--- src/rtl/rgb_to_hsv_converter_unit_assert.svh ---
// Assertion macros for the RGB to HSV converter.
`ifndef RGB_TO_HSV_CONVERTER_UNIT_ASSERT_SVH
`define RGB_TO_HSV_CONVERTER_UNIT_ASSERT_SVH

// Same-cycle implication, disabled in reset.
`define RHC_ASSERT_IMP(name, ante, cons) \
  name: assert property (@(posedge clk) disable iff (!rst_n) (ante) |-> (cons)) \
    else $error("rgb_to_hsv: implication check failed");

// Implication after a fixed number of cycles, disabled in reset.
`define RHC_ASSERT_DLY(name, ante, dly, cons) \
  name: assert property (@(posedge clk) disable iff (!rst_n) (ante) |-> ##dly (cons)) \
    else $error("rgb_to_hsv: delayed check failed");

`endif

--- src/rtl/rhc_pkg.sv ---
// Shared constants and types for the RGB to HSV converter.
`default_nettype none
package rhc_pkg;

  localparam int CHANNEL_BITS_DEF = 8;
  localparam int HUE_BITS         = 15;
  localparam int HUE_SCALE_BITS   = 12;  // quotient of the hue division is at most 3840
  localparam int DIV_STEPS_DEF    = 12;

  localparam logic [HUE_BITS-1:0] HUE_SECTOR = 15'd3840;
  localparam logic [HUE_BITS-1:0] HUE_FULL   = 15'd23040;

  // Hue sector codes, red wins ties, then green.
  localparam logic [1:0] SECT_RED   = 2'd0;
  localparam logic [1:0] SECT_GREEN = 2'd1;
  localparam logic [1:0] SECT_BLUE  = 2'd2;

  typedef struct packed {
    logic [1:0] sector;
    logic       neg;    // hue offset is negative
    logic       black;  // max channel is zero
    logic       grey;   // max equals min
  } hue_ctl_t;

  // Base hue of a sector in 1/64 degree.
  function automatic logic [HUE_BITS-1:0] sector_base(input logic [1:0] sector);
    logic [HUE_BITS-1:0] base;
    base = '0;
    unique case (sector)
      SECT_RED:   base = '0;
      SECT_GREEN: base = HUE_SECTOR << 1;
      SECT_BLUE:  base = HUE_SECTOR << 2;
      default:    base = '0;
    endcase
    return base;
  endfunction

endpackage
`default_nettype wire

--- src/rtl/rhc_prep.sv ---
// Front stages: max/min, sector and diff, then the constant scalings.
`default_nettype none
module rhc_prep
  import rhc_pkg::*;
#(
  parameter int CHANNEL_BITS = CHANNEL_BITS_DEF
) (
  input  wire logic                                   clk,
  input  wire logic                                   rst_n,
  input  wire logic                                   in_vld,
  input  wire logic [CHANNEL_BITS-1:0]                red,
  input  wire logic [CHANNEL_BITS-1:0]                green,
  input  wire logic [CHANNEL_BITS-1:0]                blue,
  output logic                                        out_vld,
  output logic [2*CHANNEL_BITS-1:0]                   num_sat,
  output logic [CHANNEL_BITS+HUE_SCALE_BITS-1:0]      num_hue,
  output logic [CHANNEL_BITS-1:0]                     hi,
  output logic [CHANNEL_BITS-1:0]                     delta,
  output hue_ctl_t                                    ctl
);

  localparam int W  = CHANNEL_BITS;
  localparam int HW = CHANNEL_BITS + HUE_SCALE_BITS;

  logic [W-1:0] max_c, min_c;
  logic [W:0]   diff_c;
  logic [1:0]   sect_c;
  hue_ctl_t     ctl_c;

  logic           vld1_r, vld2_r;
  logic [W-1:0]   hi1_r, delta1_r, absdiff1_r;
  hue_ctl_t       ctl1_r, ctl2_r;
  logic [W-1:0]   hi2_r, delta2_r;
  logic [2*W-1:0] num_sat_r;
  logic [HW-1:0]  num_hue_r;

  always_comb begin
    max_c = red;
    min_c = red;
    if (green > max_c) max_c = green;
    if (blue > max_c)  max_c = blue;
    if (green < min_c) min_c = green;
    if (blue < min_c)  min_c = blue;
    if (red == max_c) begin
      sect_c = SECT_RED;
      diff_c = {1'b0, green} - {1'b0, blue};
    end else if (green == max_c) begin
      sect_c = SECT_GREEN;
      diff_c = {1'b0, blue} - {1'b0, red};
    end else begin
      sect_c = SECT_BLUE;
      diff_c = {1'b0, red} - {1'b0, green};
    end
    ctl_c.sector = sect_c;
    ctl_c.neg    = diff_c[W];
    ctl_c.black  = (max_c == '0);
    ctl_c.grey   = (max_c == min_c);
  end

  always_ff @(posedge clk) begin
    if (!rst_n) begin
      vld1_r <= 1'b0;
      vld2_r <= 1'b0;
    end else begin
      vld1_r <= in_vld;
      vld2_r <= vld1_r;
    end
  end

  always_ff @(posedge clk) begin
    hi1_r      <= max_c;
    delta1_r   <= max_c - min_c;
    absdiff1_r <= diff_c[W] ? W'(-diff_c) : diff_c[W-1:0];
    ctl1_r     <= ctl_c;
    // all-ones * delta and 3840 * |diff| as shift-subtracts
    num_sat_r  <= {delta1_r, {W{1'b0}}} - {{W{1'b0}}, delta1_r};
    num_hue_r  <= {absdiff1_r, {HUE_SCALE_BITS{1'b0}}}
                  - {4'b0, absdiff1_r, {(HUE_SCALE_BITS-4){1'b0}}};
    hi2_r      <= hi1_r;
    delta2_r   <= delta1_r;
    ctl2_r     <= ctl1_r;
  end

  assign out_vld = vld2_r;
  assign num_sat = num_sat_r;
  assign num_hue = num_hue_r;
  assign hi      = hi2_r;
  assign delta   = delta2_r;
  assign ctl     = ctl2_r;

endmodule
`default_nettype wire

--- src/rtl/rhc_div_pipe.sv ---
// Two-lane pipelined restoring divider, one quotient bit per stage.
`default_nettype none
module rhc_div_pipe
  import rhc_pkg::*;
#(
  parameter int DEN_W  = CHANNEL_BITS_DEF,
  parameter int STEPS  = DIV_STEPS_DEF,
  parameter int SIDE_W = CHANNEL_BITS_DEF
) (
  input  wire logic                   clk,
  input  wire logic                   rst_n,
  input  wire logic                   in_vld,
  input  wire logic [DEN_W+STEPS-1:0] num_a,
  input  wire logic [DEN_W-1:0]       den_a,
  input  wire logic [DEN_W+STEPS-1:0] num_b,
  input  wire logic [DEN_W-1:0]       den_b,
  input  wire logic [SIDE_W-1:0]      side_in,
  output logic                        out_vld,
  output logic [STEPS-1:0]            quo_a,
  output logic [STEPS-1:0]            quo_b,
  output logic [SIDE_W-1:0]           side_out
);

  localparam int RW = DEN_W + STEPS;

  logic              vld_r   [STEPS];
  logic [RW-1:0]     rem_a_r [STEPS];
  logic [RW-1:0]     rem_b_r [STEPS];
  logic [DEN_W-1:0]  den_a_r [STEPS];
  logic [DEN_W-1:0]  den_b_r [STEPS];
  logic [STEPS-1:0]  q_a_r   [STEPS];
  logic [STEPS-1:0]  q_b_r   [STEPS];
  logic [SIDE_W-1:0] side_r  [STEPS];

  for (genvar k = 0; k < STEPS; k++) begin : g_stage
    logic              src_vld;
    logic [RW-1:0]     src_rem_a, src_rem_b;
    logic [DEN_W-1:0]  src_den_a, src_den_b;
    logic [STEPS-1:0]  src_q_a, src_q_b;
    logic [SIDE_W-1:0] src_side;
    logic [RW:0]       trial_a, trial_b;

    if (k == 0) begin : g_first
      assign src_vld   = in_vld;
      assign src_rem_a = num_a;
      assign src_rem_b = num_b;
      assign src_den_a = den_a;
      assign src_den_b = den_b;
      assign src_q_a   = '0;
      assign src_q_b   = '0;
      assign src_side  = side_in;
    end else begin : g_next
      assign src_vld   = vld_r[k-1];
      assign src_rem_a = rem_a_r[k-1];
      assign src_rem_b = rem_b_r[k-1];
      assign src_den_a = den_a_r[k-1];
      assign src_den_b = den_b_r[k-1];
      assign src_q_a   = q_a_r[k-1];
      assign src_q_b   = q_b_r[k-1];
      assign src_side  = side_r[k-1];
    end

    // subtract the divisor aligned to quotient bit STEPS-1-k
    assign trial_a = {1'b0, src_rem_a} - ({1'b0, RW'(src_den_a)} << (STEPS - 1 - k));
    assign trial_b = {1'b0, src_rem_b} - ({1'b0, RW'(src_den_b)} << (STEPS - 1 - k));

    always_ff @(posedge clk) begin
      if (!rst_n) begin
        vld_r[k] <= 1'b0;
      end else begin
        vld_r[k] <= src_vld;
      end
    end

    always_ff @(posedge clk) begin
      rem_a_r[k] <= trial_a[RW] ? src_rem_a : trial_a[RW-1:0];
      rem_b_r[k] <= trial_b[RW] ? src_rem_b : trial_b[RW-1:0];
      q_a_r[k]   <= {src_q_a[STEPS-2:0], ~trial_a[RW]};
      q_b_r[k]   <= {src_q_b[STEPS-2:0], ~trial_b[RW]};
      den_a_r[k] <= src_den_a;
      den_b_r[k] <= src_den_b;
      side_r[k]  <= src_side;
    end
  end

  assign out_vld  = vld_r[STEPS-1];
  assign quo_a    = q_a_r[STEPS-1];
  assign quo_b    = q_b_r[STEPS-1];
  assign side_out = side_r[STEPS-1];

endmodule
`default_nettype wire

--- src/rtl/rgb_to_hsv_converter_unit.sv ---
// Path to out_valid: input regs, prep stages, divider, output reg; STEPS = max(CHANNEL_BITS, 12).
// Throughput: one pixel per clock; busy drops once out of reset and then stays low.
// The depth is set by the divider pipeline, one quotient bit per stage.
// Results come out as one-cycle strobes; the receiver cannot stall.
// Synchronous active-low reset clears all valid bits and holds busy high.
// Top level of the pipelined RGB to HSV converter.
`default_nettype none
`include "rgb_to_hsv_converter_unit_assert.svh"
module rgb_to_hsv_converter_unit
  import rhc_pkg::*;
#(
  parameter int CHANNEL_BITS = CHANNEL_BITS_DEF
) (
  input  wire logic                    clk,
  input  wire logic                    rst_n,
  input  wire logic                    start,
  output logic                         busy,
  input  wire logic [CHANNEL_BITS-1:0] in_red,
  input  wire logic [CHANNEL_BITS-1:0] in_green,
  input  wire logic [CHANNEL_BITS-1:0] in_blue,
  output logic                         out_valid,
  output logic [HUE_BITS-1:0]          out_hue,
  output logic [CHANNEL_BITS-1:0]      out_saturation,
  output logic [CHANNEL_BITS-1:0]      out_brightness,
  output logic                         out_hue_undefined
);

  localparam int W       = CHANNEL_BITS;
  localparam int STEPS   = (W > HUE_SCALE_BITS) ? W : HUE_SCALE_BITS;
  localparam int RW      = W + STEPS;
  localparam int SIDE_W  = W + $bits(hue_ctl_t);
  localparam int LATENCY = STEPS + 4;

  logic         busy_r;
  logic         in_vld_r;
  logic [W-1:0] red_r, green_r, blue_r;

  logic                      prep_vld;
  logic [2*W-1:0]            num_sat;
  logic [W+HUE_SCALE_BITS-1:0] num_hue;
  logic [W-1:0]              prep_hi, prep_delta;
  hue_ctl_t                  prep_ctl;

  logic               div_vld;
  logic [STEPS-1:0]   quo_sat, quo_hue;
  logic [SIDE_W-1:0]  div_side;
  logic [W-1:0]       div_hi;
  hue_ctl_t           div_ctl;

  logic [HUE_SCALE_BITS-1:0] hue_q;
  logic [HUE_BITS:0]         hue_wide;
  logic [HUE_BITS-1:0]       hue_nxt;
  logic [W-1:0]              sat_nxt;

  logic                out_vld_r;
  logic [HUE_BITS-1:0] hue_r;
  logic [W-1:0]        sat_r, bright_r;
  logic                undef_r;

  always_ff @(posedge clk) begin
    if (!rst_n) begin
      busy_r    <= 1'b1;
      in_vld_r  <= 1'b0;
      out_vld_r <= 1'b0;
    end else begin
      busy_r    <= 1'b0;
      in_vld_r  <= start && !busy_r;
      out_vld_r <= div_vld;
    end
  end

  always_ff @(posedge clk) begin
    red_r   <= in_red;
    green_r <= in_green;
    blue_r  <= in_blue;
  end

  rhc_prep #(
    .CHANNEL_BITS (CHANNEL_BITS)
  ) u_prep (
    .clk     (clk),
    .rst_n   (rst_n),
    .in_vld  (in_vld_r),
    .red     (red_r),
    .green   (green_r),
    .blue    (blue_r),
    .out_vld (prep_vld),
    .num_sat (num_sat),
    .num_hue (num_hue),
    .hi      (prep_hi),
    .delta   (prep_delta),
    .ctl     (prep_ctl)
  );

  // lane a: saturation = full*delta/max, lane b: hue offset = 3840*|diff|/delta
  rhc_div_pipe #(
    .DEN_W  (W),
    .STEPS  (STEPS),
    .SIDE_W (SIDE_W)
  ) u_div (
    .clk      (clk),
    .rst_n    (rst_n),
    .in_vld   (prep_vld),
    .num_a    (RW'(num_sat)),
    .den_a    (prep_hi),
    .num_b    (RW'(num_hue)),
    .den_b    (prep_delta),
    .side_in  ({prep_hi, prep_ctl}),
    .out_vld  (div_vld),
    .quo_a    (quo_sat),
    .quo_b    (quo_hue),
    .side_out (div_side)
  );

  assign div_hi  = div_side[SIDE_W-1 -: W];
  assign div_ctl = div_side[$bits(hue_ctl_t)-1:0];
  assign hue_q   = quo_hue[HUE_SCALE_BITS-1:0];

  always_comb begin
    if (div_ctl.neg) begin
      hue_wide = {1'b0, sector_base(div_ctl.sector)} - (HUE_BITS+1)'(hue_q);
    end else begin
      hue_wide = {1'b0, sector_base(div_ctl.sector)} + (HUE_BITS+1)'(hue_q);
    end
    // only the red sector can wrap below zero
    if (hue_wide[HUE_BITS]) begin
      hue_wide = hue_wide + {1'b0, HUE_FULL};
    end
    hue_nxt = hue_wide[HUE_BITS-1:0];
    sat_nxt = quo_sat[W-1:0];
    if (div_ctl.black || div_ctl.grey) begin
      hue_nxt = '0;
      sat_nxt = '0;
    end
  end

  always_ff @(posedge clk) begin
    hue_r    <= hue_nxt;
    sat_r    <= sat_nxt;
    bright_r <= div_hi;
    undef_r  <= div_ctl.black;
  end

  assign busy              = busy_r;
  assign out_valid         = out_vld_r;
  assign out_hue           = hue_r;
  assign out_saturation    = sat_r;
  assign out_brightness    = bright_r;
  assign out_hue_undefined = undef_r;

  `RHC_ASSERT_DLY(a_latency, start && !busy, LATENCY, out_valid)
  `RHC_ASSERT_IMP(a_black_zero, out_valid && out_hue_undefined, out_brightness == '0 && out_hue == '0 && out_saturation == '0)
  `RHC_ASSERT_IMP(a_hue_range, out_valid, out_hue < HUE_FULL)
  `RHC_ASSERT_IMP(a_grey_hue, out_valid && out_saturation == '0, out_hue == '0)

endmodule
`default_nettype wire
--- config.mk ---
export PLATFORM = sky130hd
export DESIGN_NAME = rgb_to_hsv_converter_unit
export DESIGN_NICKNAME = d
export VERILOG_FILES = /design/src/rtl/rhc_pkg.sv /design/src/rtl/rhc_prep.sv /design/src/rtl/rhc_div_pipe.sv /design/src/rtl/rgb_to_hsv_converter_unit.sv
export VERILOG_INCLUDE_DIRS = /design/src /design/src/rtl
export SDC_FILE = /design/constraint.sdc
export NUM_CORES = 1
export LEC_CHECK = 0
export BUFFER_PORTS_ARGS = -buffer_cell sky130_fd_sc_hd__buf_2
export CAP_MARGIN = 20
export CORE_UTILIZATION = 60
export DETAILED_ROUTE_END_ITERATION = 12
export HOLD_SLACK_MARGIN = 0.02
export PLACE_DENSITY_LB_ADDON = 0.08
export SLEW_MARGIN = 5
export SYNTH_ARGS = -nofsm -noshare
export SYNTH_HDL_FRONTEND = slang
export SYNTH_HIERARCHICAL = 1
export SYNTH_SLANG_ARGS = --single-unit
--- constraint.sdc ---
create_clock -name clk -period 11.82 [get_ports clk]
set_clock_uncertainty 0.1 [all_clocks]
set_input_delay 1.773 -clock clk [delete_from_list [all_inputs] [get_ports clk]]
set_output_delay 1.773 -clock clk [all_outputs]
set_load 0.005 [all_outputs]
==> results of run 1 <==
-- worst min-delay path by stage --
stage | start | endpoint | slack, ns | depth (start not counted)
after floorplan | u_div/side_r[5][18] | out_brightness[0] | 0.21 | 0
after global placement | u_div/q_b_r[0][12] | u_div/q_b_r[1][1] | 0.21 | 0
after detailed placement | u_div/side_r[2][5] | u_div/side_r[2][18] | 0.21 | 0
after CTS | u_div/side_r[1][20] | u_div/side_r[2][7] | 0.21 | 0
after global routing | u_div/rem_a_r[0][23] | u_div/rem_a_r[1][3] | 0.22 | 0
final | u_div/side_r[1][20] | u_div/side_r[2][7] | 0.21 | 0
-- cell type report --
type,count,area share
sequential,1036,0.4818
timing repair buffer,66,0.008022
multi-input combinational,2196,0.3743
tap,846,0.02459
inverter,331,0.02886
clock inverter,52,0.01785
antenna,1,0.00005813
clock buffer,131,0.06453
-- report_power, final --
part | internal, µW | switching [µW] | leakage (µW)
logic | 2570 | 2910 | 0.00853
clock network | 2020 | 1290 | 0.00172
registers | 4830 | 756 | 0.00868
total | 9420 | 4960 | 0.0189
-- routing by layer --
metal / GRT usage / up-vias
met5: 0 / -
met3: 0.03450 / 132
li1: - / 12540
met4: 0.07545 / 0
met1: 0.2682 / 11430
met2: 0.3890 / 426
-- stage by stage --
| stage | setup WS [ns] | total power [µW] | instance area [µm²] |
|---|---|---|---|
| floorplan | 6.490 | 9781 | 38340 |
| global placement | 5.112 | 10780 | 39490 |
| detailed placement | 4.994 | 11040 | 39490 |
| CTS | 4.974 | 14450 | 43040 |
| global route | 4.591 | 15480 | 43050 |
| finish | 4.958 | 14380 | 43050 |
-- flip-flops by register name, summed over array words and instances, names as in the netlist, 12 cells and up --
register,count
u_div/q_b_r,78
u_div/rem_a_r,220
u_div/den_b_r,88
u_div/q_a_r,36
u_div/side_r,156
u_div/rem_b_r,220
u_prep/num_hue,12
u_div/den_a_r,88
out_hue,15
u_div/vld_r,12
u_prep/num_sat,16
-- worst max-delay path, cell delays in order, from the launching register on --
cell and delay, ns:
dfxtp_1 0.36, inv_1 0.10, ha_1 0.37, a21o_1 0.23, a221o_1 0.48, nor2_4 0.42, mux2i_1 0.37, ha_1 0.31
nand4_1 0.18, nor2_1 0.10, o2111ai_1 0.11, nand2_1 0.12, a311oi_4 0.82, mux2_2 0.51, xnor2_1 0.27, nand4_1 0.33
nor2_4 0.39, mux2i_1 0.13, o21ai_1 0.35, inv_1 0.11, ha_1 0.20, inv_1 0.10, o21ai_1 0.10, xnor2_1 0.16
==> impl_metrics.tcl, run 1 <==
set metrics [dict create \
    status "finished clean" \
    timing.slew.headroom 0.3687 \
    wl_mm 69.98 \
    cts_hold_buf 0 \
    crit_arrival_ns 7.28 \
    final_util 0.6824 \
    vias 24528 \
    route.detailed.drc 0 \
    cts.sinks 1036 \
    start_kind "flop" \
    avgSynthCellArea_um2 10.66 \
    firstDrtPassIters 6 \
    nets 4036 \
    required_ns 12.23 \
    mostFrequentLayoutCells "dfxtp_1, inv_1, ha_1" \
    drt-initial-drc-count 1378 \
    start_util 0.6068 \
    r2r_cells 23 \
    dr_wl_met2_mm 34.42 \
    endpoint "u_prep/absdiff1_r[4]" \
    hold_ws_ns 0.2147 \
    cts_buffers 98 \
    antenna_found_initial 2 \
    highest_layer "met4" \
    crit_start "green_r[6]" \
    grt_pass1_wl_mm 116.6 \
    layout_commonest_cell "dfxtp_1" \
    grt_pass1_vias 24382 \
    worst_slew_pin_slew_ns 0.9470 \
    rows 92 \
    gr-usage-all-layers 0.2189 \
    final.fill_count 4665 \
    r2r-start "green_r[6]" \
    final_antenna_net_count 0 \
    dp.cells 4474 \
    drive_above_1_share 0.1034 \
    leakage_uw 0.01894 \
    ff_latch_area_um2 20740 \
    fmax_mhz 145.7 \
    post_drt_wl_per_cell_um 15.02 \
    grt_max_degree 25 \
    final_max_slew_viol_count 0 \
    via_per_inst 5.265 \
    pin_count 61 \
    path_class "reg2reg" \
    synth_area_um2 38280 \
    cap_viol_max_count 0 \
    rsz0062_at_grt "false" \
    cts_tree "built" \
    place.gp.congestion 0.8629 \
    power.density_nw_per_um2 334.0 \
    cts-root-buf "clkbuf_16" \
    die_w_um 254.6 \
    setup_viol 0 \
    grt_overflow 0 \
    fp.dieH_um 254.6 \
    cp-end-kind "flop" \
    htreeDepth 3 \
    fin_setup_tns_ns 0 \
    synth_warnings 6 \
    clock_latency_ns 0.64 \
    core_um2 63080 \
    peakVddDrop_mv 0.1884 \
    routed-wl-met3_mm 2.273 \
    multi_input_area_um2 16110 \
    post-dp-hpwl_mm 51.89 \
    clk_pin_slew_worst_paths_ns 0.06 \
    post-route-min-period_ns 6.862 \
    cts_max_path_buffers 3 \
    synthCells 3592 \
    worst_r2r_endpoint "u_prep/absdiff1_r[4]" \
    hold_class "reg2reg" \
    fin_crit_sh 0.5805 \
    portBuffers 60 \
    drt-met1-wl_mm 31.33 \
    worstPathMaxFanout 14 \
    syn2layout_area_growth_pct 12.47 \
    final_cells 4659 \
    hold_viol_final 0 \
    r2r_slack_ns 4.96 \
    dieArea_um2 64810 \
    cts-resized-gates 0 \
    post_cts_buffers 0 \
]
Note: power is estimated with default switching activity, not from simulation.
==> inputs of run 2 (changes only) <==
Settings changed: CORE_UTILIZATION 60 to 57.
Clock period 11.82 ns to 5.7 ns, I/O delays scaled along.
==> impl_metrics.tcl, run 2 (same netlist as run 1, synthesis figures left out) <==
set metrics [dict create \
    clock_latency_ns 0.64 \
    wl_mm 72.05 \
    dieArea_um2 68190 \
    mostFrequentLayoutCells "dfxtp_1, inv_1, ha_1" \
    start_util 0.5791 \
    syn2layout_area_growth_pct 15.21 \
    post-dp-hpwl_mm 53.60 \
    cts_buffers 100 \
    final_cells 4767 \
    vias 24960 \
    post_drt_wl_per_cell_um 15.11 \
    place.gp.congestion 0.8333 \
    drt-initial-drc-count 1188 \
    clk_pin_slew_worst_paths_ns 0.06 \
    worst_slew_pin_slew_ns 1.160 \
    max_stage_delay_ns 0.54 \
    worstPathMaxFanout 8 \
    hold_ws_ns 0.2030 \
    cts_tree "built" \
    dp.cells 4570 \
    firstDrtPassIters 11 \
    portBuffers 60 \
    path_delay_family "compound AO/OA/AOI/OAI gates" \
    rows 94 \
    crit_chain "inv_1 -> ha_4 -> a21o_1 -> a221o_1 -> nor2_4 -> buf_12 -> mux2i_4 -> ha_4 -> nand4_1 -> nor2_2 -> o2111ai_1 -> nand2_1 -> a311oi_4 -> buf_12 -> mux2_4 -> xnor2_4 -> nand4_1 -> buf_4 -> or4_4 -> o31ai_4 -> a31oi_4 -> o41ai_2 -> xnor2_1" \
    final_max_slew_viol_count 0 \
    post-route-min-period_ns 5.537 \
    fmax_mhz 180.6 \
    timing.slew.headroom 0.2267 \
    nets 4127 \
    status "finished, violations left" \
    power.density_nw_per_um2 682.5 \
    core_um2 66100 \
    fp.dieH_um 261.1 \
    crit_arrival_ns 5.95 \
    path_class "reg2reg" \
    fin_crit_sh 0.9714 \
    peakVddDrop_mv 0.3306 \
    grt_max_degree 25 \
    leakage_uw 0.01945 \
    via_per_inst 5.236 \
    crit_slowest_cell "or4_4" \
    final_antenna_net_count 0 \
    cp-end-kind "flop" \
    finalPower_uw 30090 \
    hold_class "reg2reg" \
    gr-usage-all-layers 0.2129 \
    pin_count 61 \
    grt_pass1_vias 24898 \
    setup_viol 0 \
    diodes 0 \
    antenna_found_initial 0 \
    layout_commonest_cell "dfxtp_1" \
    cap_viol_max_count 0 \
    grt_overflow 0 \
    route.detailed.drc 1 \
    htreeDepth 3 \
    start_kind "flop" \
    hold_viol_final 0 \
    reg.largest.list "u_div/rem_a_r: 220 flops, u_div/rem_b_r: 220 flops, u_div/side_r: 156 flops" \
    cts_hold_buf 0 \
    grt_pass1_wl_mm 119.3 \
    crit_buf_inv 4 \
    cts_max_path_buffers 3 \
    drive_above_1_share 0.1322 \
    violations "design-rule violations" \
    required_ns 6.11 \
    cts.sinks 1036 \
    cts-root-buf "clkbuf_16" \
    die_w_um 261.1 \
]
## run 2: layout make-up
type	instances	area (µm²)
clock buffers	122	2756
clock inverters	63	843.3
fillers	4975	22000
inverters	331	1242
multi-input cells	2196	16390
flip-flops and latches	1036	20740
well taps	864	1081
repair buffers	155	1046
## run 2: final timing paths
| path | start | endpoint | slack (ns) | depth (start not counted) |
|---|---|---|---|---|
| setup / recovery | green_r[6] | u_prep/absdiff1_r[7] | 0.16 | 23 |
| hold / removal | u_div/rem_b_r[0][9] | u_div/rem_b_r[0][29] | 0.20 | 0 |
| setup reg to reg | green_r[6] | u_prep/absdiff1_r[7] | 0.16 | 23 |
| hold reg to reg | u_div/rem_b_r[0][9] | u_div/rem_b_r[0][29] | 0.20 | 0 |
## run 2: routing by layer
metal	wire, µm	track usage
met1	32070	0.2580
met2	35870	0.3835
met5	0	0
met4	1908	0.07090
met3	2211	0.03291
## run 2: power breakdown
part	leakage [µW]	internal [µW]	switching (µW)	total, µW
sequential	0.00868	10000	1550	11600
clock	0.00173	4160	2780	6940
combinational	0.00904	5460	6120	11600
total	0.0195	19600	10400	30100
## run 2: repair_timing
action | in CTS | in global routing
setup endpoints to repair | 9 | 7
setup buffers | 4 | 7
pin swaps | 5 | 16
resized for setup | 5 | 38
cloned | 0 | 0
## run 2: metrics by stage
step           worst slack, ns  setup TNS (ns)  cell area (µm²)    util
2_1_floorplan           0.3700               0            38340       -
3_3_place_gp           -0.4612          -2.235            40090  0.6066
3_5_place_dp           -0.4122          -2.218            40100  0.6067
4_1_cts                0.01111               0            43780  0.6623
5_1_grt               -0.05734         -0.1316            44100  0.6671
6_report                0.1629               0            44100  0.6671
## run 2: worst reg2reg max path, delay by kind of cell, from the launching register on
kind	cells	cell delay [ns]
compound gates	7	1.65
xor+xnor	2	0.29
fa+ha+maj	2	0.47
buf+inv	4	0.62
flops	1	0.33
mux	2	0.61
simple gates	6	1.35
